[config.mk]
export PLATFORM = sky130hd
export DESIGN_NAME = sequence_aligned_sample_gate_unit
export DESIGN_NICKNAME = d
export VERILOG_FILES = /design/src/hw/rtl/sasg_pkg.sv /design/src/hw/rtl/sasg_front.sv /design/src/hw/rtl/sasg_mod.sv /design/src/hw/rtl/sasg_back.sv /design/src/hw/rtl/sequence_aligned_sample_gate_unit.sv
export SDC_FILE = /design/constraint.sdc
export NUM_CORES = 2
export LEC_CHECK = 0
export BUFFER_PORTS_ARGS = -buffer_cell sky130_fd_sc_hd__buf_2
export CAP_MARGIN = 5
export CORE_ASPECT_RATIO = 1.75
export CORE_MARGIN = 10
export CORE_UTILIZATION = 55
export CTS_CLUSTER_SIZE = 24
export DETAILED_ROUTE_END_ITERATION = 6
export HOLD_SLACK_MARGIN = 0.06
export PLACE_DENSITY = 0.81
export SETUP_SLACK_MARGIN = 0.3
export SLEW_MARGIN = 20
export SYNTH_ARGS = -nofsm -noshare
export SYNTH_HDL_FRONTEND = slang
export SYNTH_SLANG_ARGS = --single-unit
[constraint.sdc]
create_clock -name i_clk -period 8.55 [get_ports i_clk]
set_clock_uncertainty 0.2 [all_clocks]
set_input_delay 1.2825 -clock i_clk [delete_from_list [all_inputs] [get_ports i_clk]]
set_output_delay 1.2825 -clock i_clk [all_outputs]
set_load 0.05 [all_outputs]
[src/hw/rtl/sasg_pkg.sv]
package sasg_pkg;

    // default sizing of the block
    localparam int MAX_SEQ_LEN_DEF  = 64;
    localparam int SAMPLE_WIDTH_DEF = 16;

    // fixed field widths
    localparam int CFG_W  = 7;
    localparam int DROP_W = 32;

    // front queue depth, a power of two
    localparam int QUEUE_DEPTH = 4;

    // remainder unit: bits of the drop count folded in per cycle
    localparam int MOD_BITS = 4;

    // back end sequencer states
    typedef enum logic [1:0] {
        S_IDLE,
        S_MOD,
        S_RELEASE
    } t_back_state;

endpackage

[src/hw/rtl/sasg_front.sv]
module sasg_front #(
    parameter int SAMPLE_WIDTH = sasg_pkg::SAMPLE_WIDTH_DEF
) (
    input  logic                           i_clk,
    input  logic                           i_rst_n,
    input  logic                           i_in_valid,
    output logic                           o_in_ready,
    input  logic signed [SAMPLE_WIDTH-1:0] i_in_i,
    input  logic signed [SAMPLE_WIDTH-1:0] i_in_q,
    input  logic                           i_gap_before,
    input  logic [sasg_pkg::DROP_W-1:0]    i_dropped_count,
    output logic                           o_q_valid,
    input  logic                           i_q_pop,
    output logic signed [SAMPLE_WIDTH-1:0] o_q_i,
    output logic signed [SAMPLE_WIDTH-1:0] o_q_q,
    output logic                           o_q_gap,
    output logic [sasg_pkg::DROP_W-1:0]    o_q_drop
);

    localparam int DEPTH = sasg_pkg::QUEUE_DEPTH;
    localparam int PW    = $clog2(DEPTH);
    localparam int CW    = $clog2(DEPTH + 1);
    localparam int WW    = 2 * SAMPLE_WIDTH + 1 + sasg_pkg::DROP_W;

    logic [WW-1:0] r_word [DEPTH];
    logic [PW-1:0] r_wr_ptr;
    logic [PW-1:0] r_rd_ptr;
    logic [CW-1:0] r_count;
    logic          push;
    logic          pop;
    logic [WW-1:0] head;
    logic          gap_word;

    // classify: a drop count only matters on a word that follows a gap
    assign gap_word   = i_gap_before;
    assign o_in_ready = (r_count != CW'(DEPTH));
    assign push       = i_in_valid && o_in_ready;
    assign o_q_valid  = (r_count != '0);
    assign pop        = i_q_pop && o_q_valid;

    // queue storage
    always_ff @(posedge i_clk) begin
        if (push) begin
            r_word[r_wr_ptr] <= {i_in_i, i_in_q, gap_word,
                                 gap_word ? i_dropped_count : '0};
        end
    end

    // pointers and fill level
    always_ff @(posedge i_clk) begin
        if (!i_rst_n) begin
            r_wr_ptr <= '0;
            r_rd_ptr <= '0;
            r_count  <= '0;
        end else begin
            if (push) begin
                r_wr_ptr <= r_wr_ptr + PW'(1);
            end
            if (pop) begin
                r_rd_ptr <= r_rd_ptr + PW'(1);
            end
            if (push && !pop) begin
                r_count <= r_count + CW'(1);
            end else if (pop && !push) begin
                r_count <= r_count - CW'(1);
            end
        end
    end

    // head of queue
    assign head = r_word[r_rd_ptr];
    assign o_q_i    = head[WW-1 -: SAMPLE_WIDTH];
    assign o_q_q    = head[WW-1-SAMPLE_WIDTH -: SAMPLE_WIDTH];
    assign o_q_gap  = head[sasg_pkg::DROP_W];
    assign o_q_drop = head[sasg_pkg::DROP_W-1:0];

endmodule

[src/hw/rtl/sasg_mod.sv]
module sasg_mod #(
    parameter int MAX_SEQ_LEN = sasg_pkg::MAX_SEQ_LEN_DEF
) (
    input  logic                             i_clk,
    input  logic                             i_rst_n,
    input  logic                             i_start,
    input  logic [sasg_pkg::DROP_W-1:0]      i_drop,
    input  logic [$clog2(MAX_SEQ_LEN+1)-1:0] i_len,
    output logic                             o_done,
    output logic [$clog2(MAX_SEQ_LEN+1)-1:0] o_rem
);

    localparam int LW    = $clog2(MAX_SEQ_LEN + 1);
    localparam int DW    = sasg_pkg::DROP_W;
    localparam int NB    = sasg_pkg::MOD_BITS;
    localparam int STEPS = DW / NB;
    localparam int SW    = $clog2(STEPS);

    logic [LW-1:0] r_rem;
    logic [DW-1:0] r_shift;
    logic [SW-1:0] r_step;
    logic          r_busy;
    logic          r_done;
    logic [LW-1:0] n_rem;

    // fold the next MOD_BITS dividend bits into the remainder, msb first
    always_comb begin
        logic [LW:0]   t;
        logic [LW-1:0] acc;
        acc = r_rem;
        t   = '0;
        for (int k = 0; k < NB; k++) begin
            t = {acc, r_shift[DW-1-k]};
            if (t >= {1'b0, i_len}) begin
                t = t - {1'b0, i_len};
            end
            acc = t[LW-1:0];
        end
        n_rem = acc;
    end

    // remainder datapath
    always_ff @(posedge i_clk) begin
        if (i_start) begin
            r_rem   <= '0;
            r_shift <= i_drop;
        end else if (r_busy) begin
            r_rem   <= n_rem;
            r_shift <= r_shift << NB;
        end
    end

    // step control
    always_ff @(posedge i_clk) begin
        if (!i_rst_n) begin
            r_busy <= 1'b0;
            r_done <= 1'b0;
            r_step <= '0;
        end else begin
            r_done <= 1'b0;
            if (i_start) begin
                r_busy <= 1'b1;
                r_step <= SW'(STEPS - 1);
            end else if (r_busy) begin
                r_step <= r_step - SW'(1);
                if (r_step == '0) begin
                    r_busy <= 1'b0;
                    r_done <= 1'b1;
                end
            end
        end
    end

    assign o_done = r_done;
    assign o_rem  = r_rem;

endmodule

[src/hw/rtl/sasg_back.sv]
module sasg_back #(
    parameter int MAX_SEQ_LEN  = sasg_pkg::MAX_SEQ_LEN_DEF,
    parameter int SAMPLE_WIDTH = sasg_pkg::SAMPLE_WIDTH_DEF
) (
    input  logic                             i_clk,
    input  logic                             i_rst_n,
    input  logic                             i_cfg_we,
    input  logic [sasg_pkg::CFG_W-1:0]       i_cfg_data,
    input  logic                             i_q_valid,
    output logic                             o_q_pop,
    input  logic signed [SAMPLE_WIDTH-1:0]   i_q_i,
    input  logic signed [SAMPLE_WIDTH-1:0]   i_q_q,
    input  logic                             i_q_gap,
    output logic                             o_mod_start,
    output logic [$clog2(MAX_SEQ_LEN+1)-1:0] o_len,
    input  logic                             i_mod_done,
    input  logic [$clog2(MAX_SEQ_LEN+1)-1:0] i_mod_rem,
    output logic                             o_out_valid,
    input  logic                             i_out_ready,
    output logic signed [SAMPLE_WIDTH-1:0]   o_out_i,
    output logic signed [SAMPLE_WIDTH-1:0]   o_out_q,
    output logic                             o_seq_last
);

    localparam int LW = $clog2(MAX_SEQ_LEN + 1);
    localparam int AW = $clog2(MAX_SEQ_LEN);
    localparam int CW = sasg_pkg::CFG_W;

    sasg_pkg::t_back_state r_state, n_state;

    logic [2*SAMPLE_WIDTH-1:0] r_mem [MAX_SEQ_LEN];
    logic [LW-1:0]             r_len;
    logic [AW-1:0]             r_fill, n_fill;
    logic [AW-1:0]             r_skip, n_skip;
    logic [AW-1:0]             r_rd, n_rd;
    logic                      r_out_valid;
    logic signed [SAMPLE_WIDTH-1:0] r_out_i;
    logic signed [SAMPLE_WIDTH-1:0] r_out_q;
    logic                      r_out_last;
    logic [LW-1:0]             cfg_len;
    logic [AW-1:0]             fill_use;
    logic [AW-1:0]             skip_use;
    logic                      proc;
    logic                      wr_en;
    logic                      rd_en;
    logic                      rd_last;
    logic                      q_pop;
    logic                      mod_start;

    // effective length of a register write: zero acts as one, clamp at max
    always_comb begin
        if (i_cfg_data == '0) begin
            cfg_len = LW'(1);
        end else if (i_cfg_data > CW'(MAX_SEQ_LEN)) begin
            cfg_len = LW'(MAX_SEQ_LEN);
        end else begin
            cfg_len = LW'(i_cfg_data);
        end
    end

    assign rd_last = (LW'(r_rd) == r_len - LW'(1));

    // sequencer: next state and controls
    always_comb begin
        n_state   = r_state;
        n_fill    = r_fill;
        n_skip    = r_skip;
        n_rd      = r_rd;
        fill_use  = r_fill;
        skip_use  = r_skip;
        proc      = 1'b0;
        wr_en     = 1'b0;
        rd_en     = 1'b0;
        q_pop     = 1'b0;
        mod_start = 1'b0;
        case (r_state)
            sasg_pkg::S_IDLE: begin
                if (i_q_valid) begin
                    if (i_q_gap) begin
                        mod_start = 1'b1;
                        n_state   = sasg_pkg::S_MOD;
                    end else begin
                        proc = 1'b1;
                    end
                end
            end
            sasg_pkg::S_MOD: begin
                // gap: drop partial sequence, skip to the next boundary
                if (i_mod_done) begin
                    proc     = 1'b1;
                    fill_use = '0;
                    skip_use = (i_mod_rem == '0) ? '0 : AW'(r_len - i_mod_rem);
                end
            end
            sasg_pkg::S_RELEASE: begin
                if (!r_out_valid || i_out_ready) begin
                    rd_en = 1'b1;
                    n_rd  = r_rd + AW'(1);
                    if (rd_last) begin
                        n_rd    = '0;
                        n_state = sasg_pkg::S_IDLE;
                    end
                end
            end
            default: begin
                n_state = sasg_pkg::S_IDLE;
            end
        endcase

        // take the head word: skip it or store it
        if (proc) begin
            q_pop   = 1'b1;
            n_state = sasg_pkg::S_IDLE;
            n_fill  = fill_use;
            if (skip_use != '0) begin
                n_skip = skip_use - AW'(1);
            end else begin
                wr_en  = 1'b1;
                n_skip = '0;
                if (LW'(fill_use) == r_len - LW'(1)) begin
                    n_fill  = '0;
                    n_rd    = '0;
                    n_state = sasg_pkg::S_RELEASE;
                end else begin
                    n_fill = fill_use + AW'(1);
                end
            end
        end

        // a length write restarts collection
        if (i_cfg_we) begin
            n_fill = '0;
            n_skip = '0;
        end
    end

    // control registers
    always_ff @(posedge i_clk) begin
        if (!i_rst_n) begin
            r_state     <= sasg_pkg::S_IDLE;
            r_len       <= LW'(MAX_SEQ_LEN);
            r_fill      <= '0;
            r_skip      <= '0;
            r_rd        <= '0;
            r_out_valid <= 1'b0;
        end else begin
            r_state <= n_state;
            r_fill  <= n_fill;
            r_skip  <= n_skip;
            r_rd    <= n_rd;
            if (i_cfg_we) begin
                r_len <= cfg_len;
            end
            if (rd_en) begin
                r_out_valid <= 1'b1;
            end else if (i_out_ready) begin
                r_out_valid <= 1'b0;
            end
        end
    end

    // sample store write
    always_ff @(posedge i_clk) begin
        if (wr_en) begin
            r_mem[fill_use] <= {i_q_i, i_q_q};
        end
    end

    // sample store read into the output register
    always_ff @(posedge i_clk) begin
        if (rd_en) begin
            {r_out_i, r_out_q} <= r_mem[r_rd];
            r_out_last         <= rd_last;
        end
    end

    assign o_q_pop     = q_pop;
    assign o_mod_start = mod_start;
    assign o_len       = r_len;
    assign o_out_valid = r_out_valid;
    assign o_out_i     = r_out_i;
    assign o_out_q     = r_out_q;
    assign o_seq_last  = r_out_last;

    // checks
    a_pop_has_word: assert property (@(posedge i_clk) disable iff (!i_rst_n)
        q_pop |-> i_q_valid)
        else $error("pop from empty queue");

    a_fill_in_range: assert property (@(posedge i_clk) disable iff (!i_rst_n)
        LW'(r_fill) < r_len)
        else $error("fill count beyond sequence length");

    a_skip_in_range: assert property (@(posedge i_clk) disable iff (!i_rst_n)
        LW'(r_skip) < r_len)
        else $error("skip count beyond sequence length");

    a_done_in_mod: assert property (@(posedge i_clk) disable iff (!i_rst_n)
        i_mod_done |-> (r_state == sasg_pkg::S_MOD))
        else $error("remainder done outside gap handling");

    a_release_ends: assert property (@(posedge i_clk) disable iff (!i_rst_n)
        (rd_en && rd_last) |=> (r_state == sasg_pkg::S_IDLE) && o_out_valid && o_seq_last)
        else $error("release did not end on last word");

endmodule

[src/hw/rtl/sequence_aligned_sample_gate_unit.sv]
// flow: a plain word at the queue head is stored while the sequencer is idle; a gap
//   word first waits for the drop-count remainder (4 bits per cycle over 32 bits)
// sequencing: no word is taken from the queue while a sequence is released, so a
//   sequence is fully collected before its release, and each gap adds the remainder wait
// reset: synchronous active low, clears queue, counters, state; length = max;
//   the sample store is not cleared, no clearing pass
module sequence_aligned_sample_gate_unit #(
    parameter int MAX_SEQ_LEN  = sasg_pkg::MAX_SEQ_LEN_DEF,
    parameter int SAMPLE_WIDTH = sasg_pkg::SAMPLE_WIDTH_DEF
) (
    input  logic                           i_clk,
    input  logic                           i_rst_n,
    input  logic                           i_cfg_we,
    input  logic [sasg_pkg::CFG_W-1:0]     i_cfg_data,
    input  logic                           i_in_valid,
    output logic                           o_in_ready,
    input  logic signed [SAMPLE_WIDTH-1:0] i_in_i,
    input  logic signed [SAMPLE_WIDTH-1:0] i_in_q,
    input  logic                           i_gap_before,
    input  logic [sasg_pkg::DROP_W-1:0]    i_dropped_count,
    output logic                           o_out_valid,
    input  logic                           i_out_ready,
    output logic signed [SAMPLE_WIDTH-1:0] o_out_i,
    output logic signed [SAMPLE_WIDTH-1:0] o_out_q,
    output logic                           o_seq_last
);

    localparam int LW = $clog2(MAX_SEQ_LEN + 1);

    logic                           q_valid;
    logic                           q_pop;
    logic signed [SAMPLE_WIDTH-1:0] q_i;
    logic signed [SAMPLE_WIDTH-1:0] q_q;
    logic                           q_gap;
    logic [sasg_pkg::DROP_W-1:0]    q_drop;
    logic                           mod_start;
    logic                           mod_done;
    logic [LW-1:0]                  mod_rem;
    logic [LW-1:0]                  len;

    // front: accept and queue words
    sasg_front #(
        .SAMPLE_WIDTH(SAMPLE_WIDTH)
    ) u_front (
        .i_clk          (i_clk),
        .i_rst_n        (i_rst_n),
        .i_in_valid     (i_in_valid),
        .o_in_ready     (o_in_ready),
        .i_in_i         (i_in_i),
        .i_in_q         (i_in_q),
        .i_gap_before   (i_gap_before),
        .i_dropped_count(i_dropped_count),
        .o_q_valid      (q_valid),
        .i_q_pop        (q_pop),
        .o_q_i          (q_i),
        .o_q_q          (q_q),
        .o_q_gap        (q_gap),
        .o_q_drop       (q_drop)
    );

    // drop count modulo sequence length
    sasg_mod #(
        .MAX_SEQ_LEN(MAX_SEQ_LEN)
    ) u_mod (
        .i_clk  (i_clk),
        .i_rst_n(i_rst_n),
        .i_start(mod_start),
        .i_drop (q_drop),
        .i_len  (len),
        .o_done (mod_done),
        .o_rem  (mod_rem)
    );

    // back: collect, align and release sequences
    sasg_back #(
        .MAX_SEQ_LEN (MAX_SEQ_LEN),
        .SAMPLE_WIDTH(SAMPLE_WIDTH)
    ) u_back (
        .i_clk      (i_clk),
        .i_rst_n    (i_rst_n),
        .i_cfg_we   (i_cfg_we),
        .i_cfg_data (i_cfg_data),
        .i_q_valid  (q_valid),
        .o_q_pop    (q_pop),
        .i_q_i      (q_i),
        .i_q_q      (q_q),
        .i_q_gap    (q_gap),
        .o_mod_start(mod_start),
        .o_len      (len),
        .i_mod_done (mod_done),
        .i_mod_rem  (mod_rem),
        .o_out_valid(o_out_valid),
        .i_out_ready(i_out_ready),
        .o_out_i    (o_out_i),
        .o_out_q    (o_out_q),
        .o_seq_last (o_seq_last)
    );

endmodule

==> impl_metrics.env <==
export IMPL_post_place_ws_ps=548.9
export IMPL_core_area_mm2=0.1699
export IMPL_tns_ps=0
export IMPL_via_per_inst=6.917
export IMPL_p_leak_nw=31.51
export IMPL_ys_warn_count=0
export IMPL_die_width_um=332.6
export IMPL_crit_fanout=5
export IMPL_power_switching_mw=8.503
export IMPL_yosysMostFrequentCell="edfxtp_1"
export IMPL_min_from="u_back.r_skip[2]"
export IMPL_syn_inst=4011
export IMPL_clk_latency_ps=840
export IMPL_areaGrowthSynthToFinish_pct=11.37
export IMPL_synth_edf_count=2373
export IMPL_status="finished with violations"
export IMPL_comb_power_share_pct=21.1
export IMPL_clk_path_buf_depth=4
export IMPL_dieArea_mm2=0.1886
export IMPL_synthesis_area_mm2=0.09406
export IMPL_setup_viol=0
export IMPL_slew_headroom_pct=23.10
export IMPL_ant_nets=0
export IMPL_min_period_ps=7727
export IMPL_synth_area_leaders="edfxtp_1 (76%), mux4_2 (18%), dfxtp_1 (1.0%)"
export IMPL_maxCapViolations=0
export IMPL_grt_pass1_wl_mm=355.0
export IMPL_synth_commonest_cells="edfxtp_1 (2373), mux4_2 (737), clkbuf_1 (143), nor2_1 (98), and2_1 (52)"
export IMPL_gp_congestion=0.8197
export IMPL_worstPathRequired_ps=9040
export IMPL_routedWlPerCell_um=37.43
export IMPL_worst_pin_slew_ps=1150
export IMPL_grt_pass1_vias=48020
export IMPL_rows=200
export IMPL_cp_num_buf_inv=4
export IMPL_synth_seq_cells=2422
export IMPL_cts_buffers=203
export IMPL_r2r_cells=32
export IMPL_antenna_found_initial=29
export IMPL_hold_depth=2
export IMPL_setup_ws_ps=823.5
export IMPL_drt_iter0_drc=5948
export IMPL_wirelength_mm=248.6
export IMPL_grt_overflow_total=0
export IMPL_syn_area_per_cell_um2=23.45
export IMPL_cts_root_buf="clkbuf_16"
export IMPL_portBuffers=111
export IMPL_crit_path_start="u_mod.r_shift[31]"
export IMPL_vias=45940
export IMPL_cp_arrival_ps=8210
export IMPL_ys_types=78
export IMPL_grt_max_degree=164
export IMPL_drc=1
export IMPL_regToRegEndpoint="u_mod.o_rem[5]"
export IMPL_die_h_um=567.1
export IMPL_seq_power_share_pct=48.6
export IMPL_synth_seq_area_share_pct=76.80
export IMPL_drive_above_1_share_pct=31.51
export IMPL_postSynth_asyncResetShare_pct=0
export IMPL_end_kind="flip-flop"
export IMPL_slowest_delay_ps=410
export IMPL_clock_fmax_mhz=129.4
export IMPL_grt_total_usage_pct=26.24
export IMPL_power_frac_clock_pct=30.2
export IMPL_post_dp_hpwl_mm=130.9
export IMPL_slowest_stage="fa_1"
export IMPL_synth_top_area_cell="edfxtp_1"
export IMPL_internal_power_mw=22.08
export IMPL_worstReg2RegStart="u_mod.r_shift[31]"
export IMPL_finalHoldViolCount=0
export IMPL_min_path_type="reg2reg"
export IMPL_fin_nets=4384
export IMPL_violations="design-rule violations"
export IMPL_synth_fp_nets=4139
export IMPL_swShare_pct=27.80
export IMPL_cts_sinks=2422
export IMPL_synthFlopType="edfxtp_1"
export IMPL_whs_ps=267.2
export IMPL_reg2reg_slack_ps=820
export IMPL_top_level_ports=112
export IMPL_htree_levels=4
export IMPL_worst_ir_drop_vdd_mv=0.2784
export IMPL_rsz0062_at_grt="false"
export IMPL_cts_hold_buffers=0
export IMPL_hold_end="u_back.r_skip[2]"
export IMPL_clk_pin_slew_ps=70
export IMPL_startpoint_type="flip-flop"
export IMPL_fin_crit_sh_pct=90.37
export IMPL_cts_tree="done"
export IMPL_drt_pass1_iter_count=7
export IMPL_start_util_pct=55.36
export IMPL_synth_top_area_share_pct=75.76
export IMPL_drv_slew=0
export IMPL_worstSetupPathType="reg2reg"
export IMPL_crit_family="compound AO/OA/AOI/OAI gates"
export IMPL_power_density_mw_per_mm2=292.0
-- worst min-delay path: stages (launching register included) --
cell	delay, ps
dfxtp_1	320
nand2_1	50
a21oi_1	50
-- placed cells by master, fill, tap and decap left out, types with 7 or more instances in the layout --
| cell | n |
|---|---|
| nand3_1 | 23 |
| mux2_2 | 34 |
| mux2i_1 | 7 |
| o21a_1 | 10 |
| dfxtp_1 | 41 |
| dfxtp_4 | 7 |
| ha_1 | 45 |
| o21ai_0 | 36 |
| a21o_1 | 11 |
| xor2_1 | 19 |
| edfxtp_1 | 2373 |
| clkbuf_16 | 204 |
| and2_1 | 52 |
| nor2_1 | 35 |
| nand2_1 | 43 |
| buf_2 | 111 |
| nor3_1 | 11 |
| diode_2 | 8 |
| inv_6 | 8 |
| bufinv_16 | 19 |
| clkinv_1 | 44 |
| a21oi_1 | 29 |
| a21boi_0 | 7 |
| xnor2_1 | 19 |
| nor2b_1 | 20 |
| inv_1 | 41 |
| clkinv_2 | 28 |
| buf_4 | 118 |
| nor2_4 | 63 |
| nand4_1 | 11 |
| clkbuf_1 | 33 |
| clkinvlp_4 | 14 |
| mux4_2 | 706 |
| mux4_4 | 31 |
-- timing repair --
item / 4_1_cts / 5_1_grt
gates resized for setup: 0 / 3
endpoints found under the setup margin: 0 / 6
setup buffers: 0 / 0
-- how the worst max path moves through the flow --
| stage | slack (ps) | cells past startpoint | to |
|---|---|---|---|
| floorplan | 830 | 29 | u_mod.o_rem[1] |
| global placement | 510 | 32 | u_mod.o_rem[1] |
| detailed placement | 550 | 30 | u_mod.o_rem[5] |
| CTS | 500 | 30 | u_mod.o_rem[5] |
| global route | 420 | 32 | u_mod.o_rem[5] |
| finish | 820 | 32 | u_mod.o_rem[5] |
-- stage by stage --
stage               utilization (%)  total power, mW  area (µm²)  instances
global route                  61.65            31.64      104700       6635
global placement              57.79            21.41       98190       6270
finish                        61.65            30.59      104800       6641
detailed placement            57.79            21.54       98190       6270
CTS                           61.57            30.67      104600       6630
floorplan                         -            19.00       94060       4011
-- layer usage --
layer  track usage (%)  up-vias  wire (µm)
met1             30.20    23890      77970
met2             46.23     3535     132000
met4             13.48       36      14820
met5                 0        -        255
li1                  -    17620          -
met3             5.417      863      23510
-- cell type report --
class                           instances  area [µm²]
Timing Repair Buffer                  238        1595
Multi-Input combinational cell       1350       21520
Tap cell                             2222        2780
Clock inverter                        122        1177
Fill cell                           10480       65150
Sequential cell                      2422       72270
Antenna cell                            8       20.02
Clock buffer                          238        5243
Inverter                               41       153.9
-- state kept, by name, summed over array words and instances (netlist names), named ones only --
signal,flops
u_back.o_len,7
u_back.o_out_i,16
u_back.o_out_q,16
u_back.o_out_valid,1
u_back.o_seq_last,1
u_back.r_fill,6
u_back.r_mem,2048
u_back.r_rd,6
u_back.r_skip,6
u_back.r_state,2
u_front.r_count,3
u_front.r_rd_ptr,2
u_front.r_word,260
u_front.r_wr_ptr,2
u_mod.o_done,1
u_mod.o_rem,7
u_mod.r_busy,1
u_mod.r_shift,32
u_mod.r_step,3
-- kinds of logic after synthesis --
kind of cell,after synthesis,synth area share (%)
flip-flops,2422,76.80
multiplexers,779,18.14
AND/OR/NAND/NOR,317,1.778
buffers and inverters,239,0.9604
AO/OA/AOI/OAI,164,1.220
adder cells (fa/ha/maj),51,0.7263
XOR/XNOR,39,0.3778
-- power by group through the flow --
| stage | Sequential [mW] | Clock (mW) | Combinational [mW] |
|---|---|---|---|
| global route | 14.9 | 9.69 | 7.03 |
| CTS | 14.9 | 9.31 | 6.44 |
| detailed placement | 15.2 | 0 | 6.37 |
| global placement | 15.1 | 0 | 6.27 |
| finish | 14.9 | 9.24 | 6.47 |
| floorplan | 15.0 | 0 | 3.97 |
No activity file was read; power rests on OpenSTA's default activity.
